### src/hw/rtl/irq_pkg.sv
// Shared widths, codes and defaults for the indexed removal queue.
`default_nettype none

package irq_pkg;

   // Payload widths
   localparam int VALUE_W     = 32;
   localparam int POS_W       = 16;
   localparam int STATUS_W    = 2;
   localparam int COUNT_OUT_W = 5;

   // Default queue depth
   localparam int DEPTH_DEFAULT = 16;

   // Request actions
   localparam logic ACT_ENQUEUE = 1'b0;
   localparam logic ACT_REMOVE  = 1'b1;

   // Response status codes
   localparam logic [STATUS_W-1:0] ST_OK    = 2'd0;
   localparam logic [STATUS_W-1:0] ST_EMPTY = 2'd1;
   localparam logic [STATUS_W-1:0] ST_FULL  = 2'd2;

endpackage

`default_nettype wire

### src/hw/rtl/irq_mem.sv
// Entry storage: one write port, one registered read port.
`default_nettype none

module irq_mem import irq_pkg::*; #(
   parameter int DEPTH = DEPTH_DEFAULT
) (
   input  wire logic                      clock,
   input  wire logic                      wr_en,
   input  wire logic [$clog2(DEPTH)-1:0]  wr_addr,
   input  wire logic [VALUE_W-1:0]        wr_data,
   input  wire logic [$clog2(DEPTH)-1:0]  rd_addr,
   output logic [VALUE_W-1:0]             rd_data
);

   logic [VALUE_W-1:0] entries_ff [DEPTH];
   logic [VALUE_W-1:0] rd_data_ff;

   // Write port
   always_ff @(posedge clock) begin
      if (wr_en) begin
         entries_ff[wr_addr] <= wr_data;
      end
   end

   // Registered read port
   always_ff @(posedge clock) begin
      rd_data_ff <= entries_ff[rd_addr];
   end

   assign rd_data = rd_data_ff;

endmodule

`default_nettype wire

### config.mk
export PLATFORM = sky130hd
export DESIGN_NAME = irq_mem
export DESIGN_NICKNAME = d
export VERILOG_FILES = /design/src/hw/rtl/irq_pkg.sv /design/src/hw/rtl/irq_mem.sv
export SDC_FILE = /design/constraint.sdc
export NUM_CORES = 1
export LEC_CHECK = 0
export BUFFER_PORTS_ARGS = -buffer_cell sky130_fd_sc_hd__buf_4
export CAP_MARGIN = 20
export CORE_UTILIZATION = 25
export DETAILED_ROUTE_END_ITERATION = 7
export PLACE_DENSITY = 0.46
export SYNTH_ARGS = -nofsm -noshare
export SYNTH_HDL_FRONTEND = slang
export SYNTH_SLANG_ARGS = --single-unit
### constraint.sdc
create_clock -name clock -period 8.8 [get_ports clock]
set_clock_uncertainty 0.15 [all_clocks]
set_input_delay 0.88 -clock clock [delete_from_list [all_inputs] [get_ports clock]]
set_output_delay 0.88 -clock clock [all_outputs]
set_load 0.03 [all_outputs]
==> results of run 1 <==
## kinds of logic after synthesis
group	count (synthesis)	share of synthesized area (%)
mux	128	14.5
compound gates	64	2.42
flops	544	80.7
buf+inv	43	1.12
simple gates	59	1.27
## sequential cells by signal, indices dropped and copies added, names as in the netlist
name        count
entries_ff    512
rd_data        32
## layer usage
layer / routed length, um / global-route usage, % / up-vias
met5: 29 / 0 / -
met1: 22100 / 16.7 / 4945
met3: 2400 / 2.46 / 60
li1: - / - / 3794
met2: 22700 / 19.0 / 206
met4: 957 / 3.12 / 6
## layout by cell type, fill, tap and decap left out, types with 2 or more instances in the layout
| cell | n |
|---|---|
| edfxtp_1 | 512 |
| mux4_2 | 128 |
| buf_4 | 94 |
| a22oi_1 | 64 |
| clkbuf_16 | 56 |
| nand2_1 | 33 |
| dfxtp_1 | 32 |
| clkbuf_1 | 20 |
| nor2_4 | 13 |
| clkbuf_8 | 13 |
| clkinv_1 | 7 |
| clkinv_2 | 7 |
| nor3_2 | 4 |
| nor2b_4 | 2 |
| nand3b_1 | 2 |
| nand2b_1 | 2 |
## per-stage QoR
stage | total power (W) | area, um^2 | setup slack [ns]
6_report | 0.00546 | 23600 | 5.93
5_1_grt | 0.00566 | 23600 | 5.69
4_1_cts | 0.00555 | 23600 | 5.87
3_5_place_dp | 0.00328 | 21800 | 5.20
3_3_place_gp | 0.00328 | 21800 | 5.21
2_1_floorplan | 0.00314 | 19900 | 4.59
## final timing paths
path                                          from                to  slack [ns]  depth (start not counted)
worst max-delay path                    rd_addr[0]       rd_data[19]        5.93                          5
worst min-delay path                    wr_data[8]  entries_ff[0][8]        0.42                          1
worst max register to register    entries_ff[8][6]        rd_data[6]        7.35                          3
worst min register to register  entries_ff[12][19]       rd_data[19]        0.52                          3
## power breakdown
| group | leakage, nW | switching (W) | internal [W] |
|---|---|---|---|
| logic | 1.61 | 0.000182 | 0.000117 |
| clock network | 0.860 | 0.000970 | 0.00128 |
| registers | 4.89 | 0.0000214 | 0.00290 |
| total | 7.36 | 0.00117 | 0.00429 |
## area by class of cell
class / count / area, um^2
repair buffers: 96 / 731
flip-flops and latches: 544 / 16000
clock inverters: 16 / 111
fillers: 7472 / 54400
clock buffers: 88 / 1640
well taps: 1040 / 1300
multi-input cells: 251 / 3750
==> impl_metrics.ini, run 1 <==
[yosys]
synthFlopType = edfxtp_1
async_reset_ff_share_pct = 0
synth_top_area_share_pct = 77.4
netlist-cell-type-count = 18
ys_seq_elements = 544
synth-seq-area-share_pct = 80.7
yosys_warnings = 0
synthCells = 838
syn-cell-area_mm2 = 0.0199
yosysMostFrequentCell = edfxtp_1
syn-num-nets = 880
synth_edf_count = 512
synth_common_cells = edfxtp_1, mux4_2, a22oi_1, nand2_1, dfxtp_1
syn-mean-instance-area_um2 = 23.7
yosysTopAreaCell = edfxtp_1
synthTopCellsByArea = edfxtp_1, mux4_2, dfxtp_1

[critical_path]
worstPathArrival_ns = 3.21
cp_max_fo = 64
cp.required_ns = 9.14
path_class = in -> reg
cp-end-kind = register
cp_slowest_cell = buf_4
crit_family = buffers and inverters
max_stage_delay_ns = 0.74
cp.buffers_inverters = 2
cp-start-kind = input pin
crit_chain = clkbuf_8 > buf_4 > mux4_2 > a22oi_1 > nand2_1

[route]
avgViaCountPerCell = 4.43
num_vias = 9011
drt-initial-drc-count = 825
wire_per_inst_um = 23.7
drc = 0
postRouteAntennaNets = 0
drt_first_pass_iters = 5
wl_um = 48200

[outcome]
status = finished clean

[finish]
area_delta_synth_final_pct = 18.6
fin_cells = 2035
drive_gt1_share_pct = 32.4
fin_util_pct = 30.2
final_nets = 990
n_antenna_cell = 0

[power_and_ir_drop]
ir_drop_v = 0.000182
cellLeakagePower_nw = 7.36
power_density_mw_per_mm2 = 232

[die]
start_util_pct = 25.5
die_w_um = 284
fp.dieH_um = 284
placementRows = 102
ios = 74
coreArea_mm2 = 0.0780
die_area_mm2 = 0.0805

[place]
port_buffers = 73
placed_cells_incl_taps = 1931
dp_hpwl_um = 22000
place_congestion = 0.662

[global_routing]
grt_pass1_wl_um = 70000
track_usage_pct = 12.0
grt-ovfl-total = 0
antenna_found_initial = 3
grt_max_degree = 71
grt_pass1_vias = 9735

[cts]
cts_buffer_depth = 3
numCtsBuffers = 55
clk_latency_ns = 0.62
cts.clk_slew.worst_paths_ns = 0.06
cts_tree = yes
post_cts_buffers = 0
root_buffer = clkbuf_16
h-tree-depth = 2
hold_buffers = 0
clock_sinks = 544
cts_resized = 0

[timing]
grt_setup_unrepaired = false
finalSetupViolations = 0
setup_tns_ns = 0
fmax_mhz = 349
hold_slack_ns = 0.416
drv_slew = 0
worstMarginPinSlew_ns = 0.959
fin_crit_sh_pct = 32.6
period_needed_ns = 2.87
relSlewSlack_pct = 36.1
hold_viol = 0

[flow_run]
drv_cap = 0

[min_path]
hold_path_class = in -> reg
No activity file was read; power rests on OpenSTA's default activity.
==> inputs of run 2 (changes only) <==
clock period = 2.9 ns   (was 8.8 ns; I/O delays follow)
==> run 2 against run 1 <==
Net effect:
- sequential cell count unchanged
- combinational power grew to 3.3 times the previous value
- hold slack lost 0.36 ns
- first-iteration DRC count fell by 9.2%
- via count increased by 1.5%
- total power rose to 3.2 times the previous value
- global-route usage is 0.063 points lower
- wire length about the same
- final cell count is 2.4% higher
- sequential share of layout area decreased by 2.4 points
- core utilization up 1.1 points
- critical path type is now reg -> out
==> impl_metrics.ini, run 2 (synthesis results as in run 1) <==
[min_path]
min_path_cells = 4
hold_path_class = in -> reg
hold_path_end = rd_data[26]
hp-start = rd_addr[3]

[critical_path]
timing.rr.start = entries_ff[3][3]
worstPathArrival_ns = 1.22
cp_max_fo = 1
cp-end-kind = output pin
rr_endpoint = rd_data[3]
crit_family = flip-flops
r2r_slack_ns = 1.40
cp-start-kind = register
max_stage_delay_ns = 0.41
path_class = reg -> out
cp.buffers_inverters = 1
crit_chain = buf_4
rr_worst_depth = 3
cp_slowest_cell = dfxtp_1
cp.required_ns = 2.46

[timing]
hold_slack_ns = 0.0582
fin_crit_sh_pct = 57.3
grt_setup_unrepaired = false
period_needed_ns = 1.66
finalSetupViolations = 0
fin_ws_ns = 1.24
relSlewSlack_pct = 53.2
hold_viol = 0
worstMarginPinSlew_ns = 0.702
setup_tns_ns = 0
fmax_mhz = 602
drv_slew = 0

[die]
die_w_um = 284
coreArea_mm2 = 0.0780
die_area_mm2 = 0.0805
fp.dieH_um = 284
placementRows = 102
ios = 74
start_util_pct = 25.5

[route]
routed.top_layer = met4
wl_um = 48100
wl_met2_um = 22100
wire_per_inst_um = 23.1
num_vias = 9144
met1Wirelength_um = 23300
drc = 0
avgViaCountPerCell = 4.39
drt_first_pass_iters = 5
wl_met3_um = 1840
drt-initial-drc-count = 749
postRouteAntennaNets = 0

[finish]
area_delta_synth_final_pct = 22.9
n_antenna_cell = 0
postLayoutCellArea_mm2 = 0.0244
top_register = entries_ff
largest_reg_flops = 512
final_nets = 1038
drive_gt1_share_pct = 32.6
num-fill-cells = 7435
final_cell_mix = edfxtp_1, mux4_2, buf_4, a22oi_1, clkbuf_16
layout_commonest_cell = edfxtp_1
fin_util_pct = 31.3

[global_routing]
grt_max_degree = 38
grt_pass1_vias = 9773
track_usage_pct = 11.9
grt_pass1_wl_um = 69700
grt-ovfl-total = 0
antenna_found_initial = 0

[place]
port_buffers = 73
place_congestion = 0.696
dp_hpwl_um = 24300
place_ws_ns = 0.771
dpl_cell_area_mm2 = 0.0222

[cts]
clk_latency_ns = 0.61
post_cts_buffers = 0
hold_buffers = 32
cts_buffer_depth = 3
cts_tree = yes
h-tree-depth = 2
clock_sinks = 544
numCtsBuffers = 59
root_buffer = clkbuf_16
cts_resized = 0
cts.clk_slew.worst_paths_ns = 0.06

[outcome]
status = finished clean

[power_and_ir_drop]
power_density_mw_per_mm2 = 706
ir_drop_v = 0.000425
cellLeakagePower_nw = 7.70

[flow_run]
drv_cap = 0
==> run 2: changes by cell type in the layout (fill, tap and decap cells not counted), moves of 4 or more <==
cell           delta
clkinv_1          +5
nor3_4            +4
bufinv_16         +6
clkinvlp_4        +4
clkbuf_1          -7
clkbuf_8          -7
nor3_2            -4
buf_12           +21
buf_4             -9
dlygate4sd3_1    +32
==> run 2: power by group <==
part           switching (W)  internal, W  leakage (nW)
logic               0.000572     0.000413          1.89
clock network        0.00300      0.00438         0.919
registers          0.0000690      0.00879          4.89
==> run 2: cell type report <==
cell class              count  area, um^2  area share (%)
clock buffers              77        1590            6.53
clock inverters            31         308            1.26
multi-input cells         251        3770            15.5
flip-flops and latches    544       16000            65.6
well taps                1040        1300            5.33
repair buffers            140        1400            5.75
==> run 2: how the worst max path moves through the flow <==
stage	startpoint	endpoint	slack [ns]	cells after the start
after floorplan	wr_addr[2]	entries_ff[1][0]	0.15	2
after global placement	rd_addr[0]	rd_data[26]	0.79	5
after detailed placement	rd_addr[0]	rd_data[29]	0.77	5
after CTS	rd_data[16]	rd_data[16]	1.16	1
after global routing	rd_data[16]	rd_data[16]	1.17	1
final	rd_data[19]	rd_data[19]	1.24	1
==> run 2: per-stage QoR <==
step / instances / total power, W
final: 2083 / 0.0172
after global routing: 2083 / 0.0178
after CTS: 2083 / 0.0174
after detailed placement: 1943 / 0.0100
after global placement: 1943 / 0.00999
after floorplan: 838 / 0.00952
==> run 2: per-layer routing <==
layer	vias to the layer above	GRT usage, %
li1	3893	-
met1	5010	17.5
met2	174	18.2
met3	67	1.97
met4	0	3.30
met5	-	0
