<file path="src/hw/rtl/irq_pkg.sv">
// Shared widths, codes and defaults for the indexed removal queue.
`default_nettype none

package irq_pkg;

   // Payload widths
   localparam int VALUE_W     = 32;
   localparam int POS_W       = 16;
   localparam int STATUS_W    = 2;
   localparam int COUNT_OUT_W = 5;

   // Default queue depth
   localparam int DEPTH_DEFAULT = 16;

   // Request actions
   localparam logic ACT_ENQUEUE = 1'b0;
   localparam logic ACT_REMOVE  = 1'b1;

   // Response status codes
   localparam logic [STATUS_W-1:0] ST_OK    = 2'd0;
   localparam logic [STATUS_W-1:0] ST_EMPTY = 2'd1;
   localparam logic [STATUS_W-1:0] ST_FULL  = 2'd2;

endpackage

`default_nettype wire

</file>
<file path="src/hw/rtl/irq_rem.sv">
// Bit-serial restoring remainder unit: dividend mod divisor, one bit per cycle.
`default_nettype none

module irq_rem import irq_pkg::*; #(
   parameter int DEPTH = DEPTH_DEFAULT
) (
   input  wire logic                           clock,
   input  wire logic                           reset,
   input  wire logic                           start,
   input  wire logic [POS_W-1:0]               dividend,
   input  wire logic [$clog2(DEPTH+1)-1:0]     divisor,
   output logic                                done,
   output logic [$clog2(DEPTH+1)-1:0]          remainder
);

   localparam int CNT_W = $clog2(DEPTH + 1);
   localparam int BIT_W = $clog2(POS_W);

   logic                busy_ff, busy_in;
   logic                done_ff, done_in;
   logic [BIT_W-1:0]    bit_ff, bit_in;
   logic [POS_W-1:0]    quo_ff, quo_in;
   logic [CNT_W-1:0]    div_ff, div_in;
   logic [CNT_W:0]      rem_ff, rem_in;
   logic [CNT_W:0]      trial;

   // Shift in the next dividend bit and subtract when it fits
   always_comb begin
      trial   = {rem_ff[CNT_W-1:0], quo_ff[POS_W-1]};
      busy_in = busy_ff;
      done_in = 1'b0;
      bit_in  = bit_ff;
      quo_in  = quo_ff;
      div_in  = div_ff;
      rem_in  = rem_ff;
      if (start) begin
         busy_in = 1'b1;
         bit_in  = BIT_W'(POS_W - 1);
         quo_in  = dividend;
         div_in  = divisor;
         rem_in  = '0;
      end else if (busy_ff) begin
         quo_in = {quo_ff[POS_W-2:0], 1'b0};
         if (trial >= {1'b0, div_ff}) begin
            rem_in = trial - {1'b0, div_ff};
         end else begin
            rem_in = trial;
         end
         bit_in = bit_ff - 1'b1;
         if (bit_ff == '0) begin
            busy_in = 1'b0;
            done_in = 1'b1;
         end
      end
   end

   always_ff @(posedge clock) begin
      if (reset) begin
         busy_ff <= 1'b0;
         done_ff <= 1'b0;
      end else begin
         busy_ff <= busy_in;
         done_ff <= done_in;
      end
      bit_ff <= bit_in;
      quo_ff <= quo_in;
      div_ff <= div_in;
      rem_ff <= rem_in;
   end

   assign done      = done_ff;
   assign remainder = rem_ff[CNT_W-1:0];

   // Result is always a proper residue of the latched divisor
   a_rem_below_div: assert property (@(posedge clock) disable iff (reset)
      done_ff |-> (rem_ff < {1'b0, div_ff}))
      else $error("remainder not below divisor");

   // Done follows the last iteration
   a_done_after_busy: assert property (@(posedge clock) disable iff (reset)
      done_ff |-> $past(busy_ff))
      else $error("done without a running division");

   // A new start never lands while a division is running
   a_no_restart: assert property (@(posedge clock) disable iff (reset)
      busy_ff |-> !start)
      else $error("start while busy");

endmodule

`default_nettype wire

</file>
<file path="config.mk">
export PLATFORM = sky130hd
export DESIGN_NAME = irq_rem
export DESIGN_NICKNAME = d
export VERILOG_FILES = /design/src/hw/rtl/irq_pkg.sv /design/src/hw/rtl/irq_rem.sv
export SDC_FILE = /design/constraint.sdc
export NUM_CORES = 1
export LEC_CHECK = 0
export ABC_CLOCK_PERIOD_IN_PS = 2730
export BUFFER_PORTS_ARGS = -buffer_cell sky130_fd_sc_hd__clkbuf_2
export CELL_PAD_IN_SITES_DETAIL_PLACEMENT = 2
export CELL_PAD_IN_SITES_GLOBAL_PLACEMENT = 2
export CORE_ASPECT_RATIO = 0.8
export CORE_UTILIZATION = 36
export DETAILED_ROUTE_END_ITERATION = 12
export HOLD_SLACK_MARGIN = 0.03
export PLACE_DENSITY_LB_ADDON = 0.1
export RECOVER_POWER = 25
export SYNTH_ARGS = -nofsm -noshare
export SYNTH_HDL_FRONTEND = slang
export SYNTH_SLANG_ARGS = --single-unit
</file>
<file path="constraint.sdc">
create_clock -name clock -period 2.73 [get_ports clock]
set_input_delay 0.546 -clock clock [delete_from_list [all_inputs] [get_ports clock]]
set_output_delay 0.546 -clock clock [all_outputs]
set_load 0.02 [all_outputs]
</file>
==> impl_metrics.csv, run 1 <==
group,metric,value,unit
run_status,status,"finished, final reports clean",
setup_path,r2r-start,"quo_ff[15]",
setup_path,crit_arrival,2410,ps
finish,final_common_cell,"clkbuf_2",
logic_synthesis,async_flop_share,0,%
setup_path,cp_slowest_stage_delay,420,ps
placed_design,numPortBuffers,29,
finish,finish.utilization,46.89,%
global_route,grtUsageTotal,17.28,%
setup_path,slowest_stage,"fa_1",
global_route,grt_max_degree,18,
power_and_ir_drop,ir_drop,0.4296,mV
job,maxCapViolations,0,
logic_synthesis,synthCells,117,
route,drt-initial-drc-count,14,
logic_synthesis,synth_cell_types,31,
placed_design,gp_congestion,0.8179,
cts,cts_root_buffer,"clkbuf_8",
logic_synthesis,ys_ff_latch,32,
sta,hold_violations,0,
logic_synthesis,netlist_area,1516,sq um
power_and_ir_drop,power.density,666.1,nW/um^2
setup_path,worstPathMaxFanout,6,
route,vias_per_cell,4.667,
cts,cts_buffers,5,
sta,tns,0,ps
route,drc,0,
finish,final_cell_mix,"clkbuf_2, edfxtp_1, mux2_2, dfxtp_1, inv_1",
placed_design,pre_cts_ws,511.7,ps
cts,worst_skew_pair.late_latency,290,ps
placed_design,hpwl,2331,um
sta,rsz0062_at_grt,"false",
finish,syn_to_final_growth,20.71,%
logic_synthesis,ys.flop_type,"edfxtp_1",
sta,whs,431.4,ps
cts,post-cts-setup-buffers,0,
die,io_pins,30,
cts,cts.sinks,32,
route,drt_first_pass_iters,2,
sta,post-route-min-period,2198,ps
die,rows,20,
logic_synthesis,synth_top_area_cell,"edfxtp_1",
global_route,grt_pass1_wl,5292,um
global_route,antenna_found_initial,0,
sta,drv_slew,0,
setup_path,end_kind,"register",
power_and_ir_drop,p_leak,0.0007606,uW
finish,fin_nets,182,
logic_synthesis,synth_nets,148,
setup_path,start_kind,"register",
hold_path,hold_class,"in -> reg",
setup_path,crit_chain,"inv_1 > ha_1 > inv_1 > fa_1 > a21oi_1 > o221ai_4 > mux2_4 > a211oi_2",
die,die-area,4478,sq um
logic_synthesis,synth_seq_area_share,56.11,%
sta,slew_headroom,53.29,%
cts,clk_pin_slew_worst_paths,70,ps
logic_synthesis,yosysWarnings,0,
setup_path,critPathMostFrequentCell,"inv_1",
finish,antenna_cells,0,
finish,nFillCells,413,
cts,clockBufferDepth,2,
global_route,grt_pass1_vias,1093,
finish,multi_input_area,610.6,sq um
setup_path,critPathLaunch,"quo_ff[15]",
global_route,grt-ovfl-total,0,
cts,cts_tree,"done",
route,wire_per_inst,15.16,um
sta,setup_ws,532.0,ps
setup_path,rrSetupSlack,530,ps
sta,max_freq,455.0,MHz
hold_path,worstHoldStart,"divisor[0]",
logic_synthesis,synth_edf_count,21,
sta,setup_violations,0,
cts,cts_hold_buf,0,
sta,finClkSkew,3.016,ps
die,die_width,74.57,um
die,die_h,60.05,um
cts,cts-resized-gates,0,
logic_synthesis,synth_top_area_share,41.58,%
route,vias,966,
die,coreArea,3904,sq um
sta,tightestPinTransition,700.7,ps
cts,h-tree-depth,2,
sta,period_share,80.51,%
finish,seq_area,850.8,sq um
finish,drive_gt1_share,37.50,%
route,ant_nets,0,
die,initial_core_util,38.85,%
logic_synthesis,yosys-top-cells-area,"edfxtp_1, dfxtp_1, mux2_2, ha_1, inv_1",
setup_path,critPathKind,"reg -> reg",
setup_path,crit_required,2940,ps
logic_synthesis,avgSynthCellArea,12.96,sq um
route,wirelength,3138,um
synth_stat cells, drive strengths merged, types with 3 or more instances:
master and number:
ha 6, mux2 16, nand2b 4, dfxtp 11, nand2 8, a21oi 5
edfxtp 21, buf 3, nor2 6, o21ai 4, xnor2 4, inv 10
worst max-delay path, delay by kind of cell (launching register included):
kind | cells | cell delay, ps
AO/OA/AOI/OAI | 3 | 650
adder cells (fa/ha/maj) | 2 | 600
buffers and inverters | 2 | 170
flip-flops | 1 | 370
multiplexers | 1 | 340
logic make-up after synthesis:
logic type,count (synthesis),share of synthesized area [%]
AND/OR/NAND/NOR,26,8.746
adder cells (fa/ha/maj),7,6.271
buffers and inverters,14,3.630
multiplexers,18,13.45
AO/OA/AOI/OAI,15,8.912
flip-flops,32,56.11
XOR/XNOR,5,2.888
layout make-up:
type / count / share of cell area (%)
clock buffers: 6 / 3.964
clock inverters: 2 / 1.914
well taps: 55 / 3.759
repair buffers: 31 / 8.476
inverters: 10 / 2.051
flip-flops and latches: 32 / 46.48
multi-input cells: 71 / 33.36
stage by stage:
stage	instances	total power [uW]	area [sq um]
4_1_cts	207	1246	1836
2_1_floorplan	117	725.0	1516
5_1_grt	207	1281	1831
3_5_place_dp	199	786.8	1728
3_3_place_gp	199	774.5	1728
6_report	207	1219	1831
sequential cells by signal (all words and copies together) (netlist names):
signal	flops
busy_ff	1
rem_ff	5
quo_ff	16
div_ff	5
done	1
bit_ff	4
where the power goes:
| part | internal, uW | switching (uW) |
|---|---|---|
| clock network | 271 | 178 |
| logic | 89.3 | 99.4 |
| registers | 564 | 18.0 |
path summary, 6_finish.rpt:
kind,endpoint,depth (start not counted)
setup reg to reg,rem_ff[0],8
hold reg to reg,bit_ff[3],2
hold / removal,div_ff[0],1
setup / recovery,rem_ff[0],8
layer usage:
metal | up-vias | track usage, % | part of all wire [%]
li1 | 479 | - | -
met3 | 5 | 7.757 | 5.9
met4 | 0 | 8.086 | 1.4
met5 | - | 0 | 0
met2 | 21 | 28.83 | 51
met1 | 461 | 18.88 | 42
No activity file was read; power rests on OpenSTA's default activity.
==> run 2, diff against run 1 <==
--- a/config.mk
+++ b/config.mk
@@ -5,7 +5,7 @@
 export SDC_FILE = /design/constraint.sdc
 export NUM_CORES = 1
 export LEC_CHECK = 0
-export ABC_CLOCK_PERIOD_IN_PS = 2730
+export ABC_CLOCK_PERIOD_IN_PS = 2100
 export BUFFER_PORTS_ARGS = -buffer_cell sky130_fd_sc_hd__clkbuf_2
 export CELL_PAD_IN_SITES_DETAIL_PLACEMENT = 2
 export CELL_PAD_IN_SITES_GLOBAL_PLACEMENT = 2
==> constraint.sdc (replaced) <==
create_clock -name clock -period 2.1 [get_ports clock]
set_input_delay 0.42 -clock clock [delete_from_list [all_inputs] [get_ports clock]]
set_output_delay 0.42 -clock clock [all_outputs]
set_load 0.02 [all_outputs]
==> impl_metrics.csv, run 2 (synthesized netlist as in run 1, its figures left out) <==
group,metric,value,unit
run_status,status,"finished, final reports clean",
global_route,grt_max_degree,22,
finish,final_cell_area,1901,sq um
finish,fin_cells,211,
global_route,grt_pass1_wl,5230,um
setup_path,worstPathMaxFanout,5,
route,vias_per_cell,4.806,
route,drt-initial-drc-count,42,
hold_path,holdPathStages,2,
finish,fin_nets,186,
setup_path,crit_required,2310,ps
setup_path,ff2ff_path_depth,9,
cts,cts_buffers,5,
finish,drive_gt1_share,42.95,%
setup_path,r2r-start,"quo_ff[15]",
sta,finClkSkew,4.840,ps
finish,antenna_cells,0,
cts,cts.sinks,32,
cts,cts_hold_buf,0,
setup_path,start_kind,"register",
sta,max_freq,483.1,MHz
power_and_ir_drop,power.density,857.9,nW/um^2
finish,top_regs,"quo_ff x16, div_ff x5, rem_ff x5",
placed_design,pre_cts_ws,-36.76,ps
route,drc,0,
global_route,antenna_found_initial,0,
finish,nFillCells,418,
route,wire_per_inst,16.44,um
route,ant_nets,0,
die,die_h,60.05,um
global_route,grt-ovfl-total,0,
placed_design,dp_cells,201,
hold_path,whs_endpoint,"busy_ff",
sta,hold_violations,0,
finish,syn_to_final_growth,25.33,%
sta,tightestPinTransition,681.8,ps
sta,setup_ws,30.03,ps
global_route,grt_pass1_vias,1071,
die,die-area,4478,sq um
die,die_width,74.57,um
sta,setup_violations,0,
die,initial_core_util,38.85,%
placed_design,placed_area,1755,sq um
power_and_ir_drop,p_leak,0.0007888,uW
finish,finish.utilization,48.69,%
die,coreArea,3904,sq um
cts,h-tree-depth,2,
die,io_pins,30,
setup_path,critPathKind,"reg -> reg",
sta,post-route-min-period,2070,ps
sta,drv_slew,0,
sta,period_share,98.57,%
setup_path,rrSetupSlack,30,ps
hold_path,hold_class,"in -> reg",
setup_path,end_kind,"register",
finish,top_register,"quo_ff",
placed_design,gp_congestion,0.8429,
finish,final_common_cell,"clkbuf_2",
route,drt_first_pass_iters,4,
power_and_ir_drop,ir_drop,0.4245,mV
route,wirelength,3468,um
cts,worst_skew_pair.late_latency,280,ps
die,rows,20,
cts,clk_pin_slew_worst_paths,70,ps
placed_design,hpwl,2260,um
route,vias,1014,
job,maxCapViolations,0,
cts,clockBufferDepth,2,
cts,cts_tree,"done",
sta,slew_headroom,54.55,%
cts,cts_root_buffer,"clkbuf_8",
global_route,grtUsageTotal,17.29,%
setup_path,crit_arrival,2280,ps
setup_path,rr_endpoint,"rem_ff[4]",
finish,final_cell_mix,"clkbuf_2, edfxtp_1, mux2_2, dfxtp_1, inv_1",
finish,largest_register_ffs,16,
placed_design,numPortBuffers,29,
hold_path,worstHoldStart,"reset",
-- run 2: what timing repair did --
item / in CTS / in global routing
pin swaps: 0 / 3
buffers inserted: 0 / 2
gates resized for setup: 2 / 6
endpoints found under the setup margin: 4 / 5
-- run 2: area by class of cell --
cell class | instances | area, sq um | area share [%]
Tap cell | 55 | 68.82 | 3.621
Inverter | 10 | 37.54 | 1.975
Clock inverter | 2 | 35.03 | 1.843
Timing Repair Buffer | 35 | 205.2 | 10.80
Multi-Input combinational cell | 71 | 630.6 | 33.18
Clock buffer | 6 | 72.57 | 3.818
Sequential cell | 32 | 850.8 | 44.77
-- run 2: power breakdown --
part / total (uW) / leakage (uW) / internal (uW) / switching (uW)
Combinational: 289 / 0.000433 / 141 / 148
Sequential: 760 / 0.000301 / 733 / 27.9
Clock: 581 / 0.0000552 / 352 / 229
Total: 1630 / 0.000789 / 1230 / 405
-- run 2: layer usage --
layer  up-vias  share of wire, %  GRT usage (%)
met5         -                 0              0
met3         2               5.0          7.251
met2        24                53          28.19
met4         0              0.92          8.086
met1       499                41          19.74
li1        489                 -              -
-- run 2: worst max-delay path: stages (launching register included) --
cell,delay (ps)
edfxtp_1,400
inv_2,90
ha_2,180
inv_1,60
fa_2,400
a21oi_4,160
o221ai_4,140
buf_6,160
o2bb2a_1,330
o21ai_2,100
-- run 2: worst max path at each step --
| stage | endpoint | cells after the start | startpoint | slack [ps] |
|---|---|---|---|---|
| after floorplan | rem_ff[0] | 8 | quo_ff[15] | 110 |
| after global placement | rem_ff[0] | 8 | quo_ff[15] | 100 |
| after detailed placement | rem_ff[0] | 8 | quo_ff[15] | -40 |
| after CTS | rem_ff[4] | 9 | quo_ff[15] | 5 |
| after global routing | rem_ff[4] | 9 | quo_ff[15] | -50 |
| final | rem_ff[4] | 9 | quo_ff[15] | 30 |
-- run 2: metrics by stage --
stage	total power [uW]	hold WS, ps	TNS (ps)
6_report	1631	311.3	0
5_1_grt	1707	298.9	-78.38
4_1_cts	1631	296.4	0
3_5_place_dp	1031	514.9	-79.06
3_3_place_gp	1016	483.7	0
2_1_floorplan	942.5	470.1	0
